$ cat config.mk
export PLATFORM = sky130hd
export DESIGN_NAME = skts_front_flat
export DESIGN_NICKNAME = d
export VERILOG_FILES = /design/src/skts_pkg.sv /design/src/skts_if.sv /design/src/skts_front.sv /design/src/flat_wrapper.sv
export SDC_FILE = /design/constraint.sdc
export NUM_CORES = 1
export LEC_CHECK = 0
export ABC_AREA = 1
export BUFFER_PORTS_ARGS = -buffer_cell sky130_fd_sc_hd__clkbuf_2
export CORE_UTILIZATION = 46
export CTS_CLUSTER_SIZE = 14
export DETAILED_ROUTE_END_ITERATION = 10
export GPL_ROUTABILITY_DRIVEN = 0
export HOLD_SLACK_MARGIN = 0.08
export PLACE_DENSITY = 0.68
export SETUP_SLACK_MARGIN = 0.1
export SLEW_MARGIN = 10
export SYNTH_ARGS = -nofsm -noshare
export SYNTH_HDL_FRONTEND = slang
export SYNTH_SLANG_ARGS = --single-unit
export TNS_END_PERCENT = 30
$ cat constraint.sdc
create_clock -name clk -period 8.2 [get_ports clk]
set_clock_uncertainty 0.15 [all_clocks]
set_input_delay 1.64 -clock clk [delete_from_list [all_inputs] [get_ports clk]]
set_output_delay 1.64 -clock clk [all_outputs]
set_load 0.005 [all_outputs]
$ cat src/skts_pkg.sv
// ----------------------------------------------------------------------------
// Sorted key table search package
// Widths, codes and types shared by the search core modules.
// ----------------------------------------------------------------------------
`default_nettype none

package skts_pkg;

	localparam int TABLE_ENTRIES_DEF = 256;
	localparam int CMD_W    = 2;
	localparam int KEY_W    = 32;
	localparam int STATUS_W = 2;
	localparam int INDEX_W  = 8;
	localparam int ENTRY_W  = 9;
	localparam int FAIL_W   = 16;

	localparam logic [STATUS_W-1:0] ST_OK        = 2'd0;
	localparam logic [STATUS_W-1:0] ST_REJECT    = 2'd1;
	localparam logic [STATUS_W-1:0] ST_NOT_READY = 2'd2;
	localparam logic [STATUS_W-1:0] ST_ABSENT    = 2'd3;

	localparam logic [FAIL_W-1:0] FAIL_MAX = '1;

	typedef enum logic [CMD_W-1:0] {
		CMD_BEGIN  = 2'd0,
		CMD_APPEND = 2'd1,
		CMD_FINISH = 2'd2,
		CMD_FIND   = 2'd3
	} cmd_t;

	// Classified operation handed from front end to back end
	typedef enum logic [1:0] {
		OP_BEGIN,
		OP_APPEND,
		OP_FINISH,
		OP_FIND
	} op_t;

	typedef struct packed {
		op_t              op;
		logic [KEY_W-1:0] key;
	} q_item_t;

	typedef enum logic [1:0] {
		S_IDLE,
		S_SEARCH,
		S_FINAL
	} state_t;

endpackage

`default_nettype wire

$ cat src/skts_if.sv
// ----------------------------------------------------------------------------
// Sorted key table search channels
// Valid/ready request and response channels of the search core.
// ----------------------------------------------------------------------------
`default_nettype none

interface skts_req_if;
	logic                        valid;
	logic                        ready;
	logic [skts_pkg::CMD_W-1:0]  cmd;
	logic [skts_pkg::KEY_W-1:0]  key;

	modport source (output valid, cmd, key, input ready);
	modport sink   (input valid, cmd, key, output ready);
endinterface


`default_nettype wire

$ cat src/skts_front.sv
// ----------------------------------------------------------------------------
// Search core front end
// Accepts request items, decodes the command and queues them for the back end.
// ----------------------------------------------------------------------------
`default_nettype none

module skts_front (
	input  wire logic              clk,
	input  wire logic              arst_n,
	skts_req_if.sink               req,
	output skts_pkg::q_item_t      q_item,
	output logic                   q_valid,
	input  wire logic              q_ready
);

	skts_pkg::q_item_t slot_q [2];
	logic              wp_q;
	logic              rp_q;
	logic [1:0]        cnt_q;
	skts_pkg::op_t     op_dec;
	logic              push;
	logic              pop;

	always_comb begin
		case (skts_pkg::cmd_t'(req.cmd))
			skts_pkg::CMD_BEGIN:  op_dec = skts_pkg::OP_BEGIN;
			skts_pkg::CMD_APPEND: op_dec = skts_pkg::OP_APPEND;
			skts_pkg::CMD_FINISH: op_dec = skts_pkg::OP_FINISH;
			skts_pkg::CMD_FIND:   op_dec = skts_pkg::OP_FIND;
			default:              op_dec = skts_pkg::OP_FIND;
		endcase
	end

	assign req.ready = !cnt_q[1];
	assign push      = req.valid && req.ready;
	assign q_valid   = (cnt_q != 2'd0);
	assign pop       = q_valid && q_ready;
	assign q_item    = slot_q[rp_q];

	always_ff @(posedge clk) begin
		if (push) begin
			slot_q[wp_q] <= '{op: op_dec, key: req.key};
		end
	end

	always_ff @(posedge clk or negedge arst_n) begin
		if (!arst_n) begin
			wp_q  <= 1'b0;
			rp_q  <= 1'b0;
			cnt_q <= 2'd0;
		end else begin
			if (push) begin
				wp_q <= !wp_q;
			end
			if (pop) begin
				rp_q <= !rp_q;
			end
			case ({push, pop})
				2'b10:   cnt_q <= cnt_q + 2'd1;
				2'b01:   cnt_q <= cnt_q - 2'd1;
				default: cnt_q <= cnt_q;
			endcase
		end
	end

endmodule

`default_nettype wire

$ cat src/flat_wrapper.sv
// flat-port wrapper written by rule: the top's interface ports become plain ports
module skts_front_flat 
  (clk, arst_n, q_item, q_valid, q_ready, req_valid, req_cmd, req_key, req_ready);
  skts_req_if req_i ();
  input  wire logic clk;
  input  wire logic arst_n;
  output skts_pkg::q_item_t q_item;
  output logic q_valid;
  input  wire logic q_ready;
  input wire logic [$bits(req_i.valid)-1:0] req_valid;
  input wire logic [$bits(req_i.cmd)-1:0] req_cmd;
  input wire logic [$bits(req_i.key)-1:0] req_key;
  output wire logic [$bits(req_i.ready)-1:0] req_ready;
  assign req_i.valid = req_valid;
  assign req_i.cmd = req_cmd;
  assign req_i.key = req_key;
  assign req_ready = req_i.ready;
  skts_front u_core (.clk(clk), .arst_n(arst_n), .req(req_i), .q_item(q_item), .q_valid(q_valid), .q_ready(q_ready));
endmodule
==> impl_metrics.json <==
{
  "netlist_instances": 207,
  "criticalPathCategory": "register to output port",
  "startpoint": "u_core.rp_q$_DFFE_PN0P_",
  "gr-total-overflow": 0,
  "htreeDepth": 3,
  "cts-buffers-inserted": 9,
  "hold_ws_ps": 348.8,
  "status": "complete, no violations",
  "power_density_nw_per_um2": 332.1,
  "crit_chain": "buf_4 -> inv_8 -> nand2_1 -> nand2_1 -> clkbuf_2",
  "finalSetupViolations": 0,
  "utilization_pct": 58.95,
  "grt_pass1_vias": 1494,
  "p_int_mw": 0.7496,
  "fin_cells": 360,
  "vias_per_cell": 4.522,
  "cts_tree": "yes",
  "ant_nets": 0,
  "final_hold_viol_count": 0,
  "crit_path_top_delay_cell": "dfrtp_1",
  "worstSkewPairLatency_ps": 330,
  "postCtsHoldBufs": 0,
  "root_buffer": "clkbuf_8",
  "wl_per_cell_um": 12.15,
  "io_buffers": 73,
  "rsz0062_at_grt": "no",
  "n_antenna_cell": 0,
  "crit_required_ps": 6410,
  "cp-start-kind": "register",
  "die_y_um": 79.45,
  "max_slew_margin_pct": 35.15,
  "drtIter0Drc": 57,
  "syn_area_um2": 2759,
  "cts_resized": 0,
  "crit_path_end_kind": "output port",
  "seq_power_share_pct": 47.1,
  "ir_drop_uv": 165.2,
  "postCtsSetupRepairBufs": 0,
  "crit_path_max_incr_delay_ps": 560,
  "std_cell_rows": 27,
  "ys_ff_latch": 72,
  "n_fill_cell": 445,
  "die_area_um2": 6312,
  "routed_wl_mm": 4.374,
  "route.detailed.drc": 0,
  "ioPinCount": 74,
  "start_util_pct": 48.90,
  "drive_gt1_share_pct": 33.68,
  "grt_pass1_wl_mm": 6.768,
  "cts_buffer_depth": 2,
  "critPathArrivalTime_ps": 1730,
  "final_cell_area_um2": 3326,
  "synth_top_area_share_pct": 74.01,
  "r2r-start": "u_core.cnt_q[1]$_DFFE_PN0P_",
  "period_share_pct": 42.90,
  "drv_slew": 0,
  "combPwrFrac_pct": 30.1,
  "sw_frac_of_total_pct": 32.12,
  "dpl.hpwl_mm": 2.707,
  "fin_crit_ps": 3518,
  "fin_setup_tns_ps": 0,
  "ys_warn_count": 0,
  "worst_pin_slew_ps": 970.4,
  "ff2ff_setup_slack_ps": 6200,
  "leakage_nw": 1.461,
  "fin_nets": 322,
  "die_w_um": 79.45,
  "yosysUniqueCellTypes": 16,
  "dr.pass1.iters": 4,
  "maxCapViolCount": 0,
  "cts_sinks": 72,
  "grt_max_degree": 36,
  "cp_max_fo": 35,
  "dp.cells": 344,
  "pwr-share-clk_pct": 22.7,
  "ys_seq_area_share_pct": 77.64,
  "worstHoldStart": "u_core.cnt_q[0]$_DFFE_PN0P_",
  "synth_nets": 246,
  "synth_area_leaders": "edfxtp_1 74%, nand2_1 14%, dfrtp_1 3.6%",
  "path_buf_inv": 3,
  "crit_top_cell": "nand2_1",
  "syn_avg_cell_area_um2": 13.33,
  "postPlaceCellArea_um2": 3149,
  "track_usage_pct": 15.20,
  "hp-class": "register to register",
  "clk_pin_slew_worst_paths_ps": 70,
  "cp_top_family": "buffers and inverters",
  "yosys.area.top_type": "edfxtp_1",
  "vias": 1628,
  "area_growth_pct": 20.54,
  "grt_antenna_before_repair": 0,
  "p_sw_mw": 0.3548,
  "core_um2": 5642,
  "max_freq_mhz": 284.3
}
[power groups by stage]
stage	sequential (mW)	clock, mW	combinational, mW
after global routing	0.529	0.269	0.383
after global placement	0.527	0	0.337
after CTS	0.521	0.256	0.342
final	0.521	0.251	0.333
after floorplan	0.519	0	0.234
after detailed placement	0.529	0	0.341
[metrics by stage]
step,worst slack (ps),total power [mW]
after detailed placement,4944,0.8697
after floorplan,4433,0.7531
after global placement,4944,0.8640
final,4682,1.104
after global routing,4529,1.181
after CTS,4644,1.119
[path summary, 6_finish.rpt]
path | to | cells after the start
setup / recovery | q_item[11] | 5
hold / removal | u_core.cnt_q[0]$_DFFE_PN0P_ | 1
setup reg to reg | u_core.slot_q[1][19]$_DFFE_PP_ | 3
hold reg to reg | u_core.cnt_q[0]$_DFFE_PN0P_ | 1
max in group asynchronous | u_core.rp_q$_DFFE_PN0P_ | 1
min in group asynchronous | u_core.cnt_q[1]$_DFFE_PN0P_ | 1
[cell usage in the layout (no fill, tap or decap)]
| cell | Yosys | final |
|---|---|---|
| buf_4 | 2 | 1 |
| bufinv_16 | 0 | 1 |
| clkbuf_2 | 0 | 73 |
| clkbuf_8 | 0 | 9 |
| clkinv_1 | 0 | 6 |
| dfrtp_1 | 4 | 4 |
| edfxtp_1 | 68 | 68 |
| ha_1 | 1 | 1 |
| inv_1 | 6 | 6 |
| inv_8 | 1 | 1 |
| nand2_1 | 101 | 101 |
| nand2_2 | 10 | 10 |
| nand3_1 | 2 | 2 |
| nand4_1 | 1 | 1 |
| nor2_4 | 0 | 2 |
| xnor2_1 | 1 | 1 |
| xor2_1 | 1 | 1 |
[area by class of cell]
type	count	area, um^2	area share (%)
clock buffer	9	123.9	3.725
sequential	72	2142	64.41
tap	72	90.09	2.709
clock inverter	7	52.55	1.580
timing repair buffer	74	372.9	11.21
inverter	7	33.78	1.016
multi-input combinational	119	510.5	15.35
[logic make-up (layout without fill, tap and decap cells)]
family,after synthesis,after routing,synth area share [%]
flip-flops,72,72,77.64
XOR/XNOR,2,2,0.6350
AND/OR/NAND/NOR,116,116,16.87
adder cells (fa/ha/maj),1,1,0.4534
buffers and inverters,16,97,4.399
[per-layer routing]
metal	track usage, %	up-vias	routed length [um]
met5	0	-	0
met4	9.818	0	116
met3	3.771	11	272
met2	24.36	61	2170
met1	18.29	718	1815
li1	-	838	-
[synthesized netlist by cell type]
library cell and count:
buf_4 2, clkbuf_1 2, inv_8 1, buf_6 4
buf_12 1, nand4_1 1, nand2_2 10, inv_1 6
ha_1 1, nand3_1 2, dfrtp_1 4, nor2_1 2
nand2_1 101, edfxtp_1 68, xor2_1 1, xnor2_1 1
[flip-flops by register name (all words and copies together), names as in the netlist]
register and count:
u_core.rp_q 1, u_core.slot_q 68, u_core.cnt_q 2, u_core.wp_q 1
Note: power is estimated with default switching activity, not from simulation.
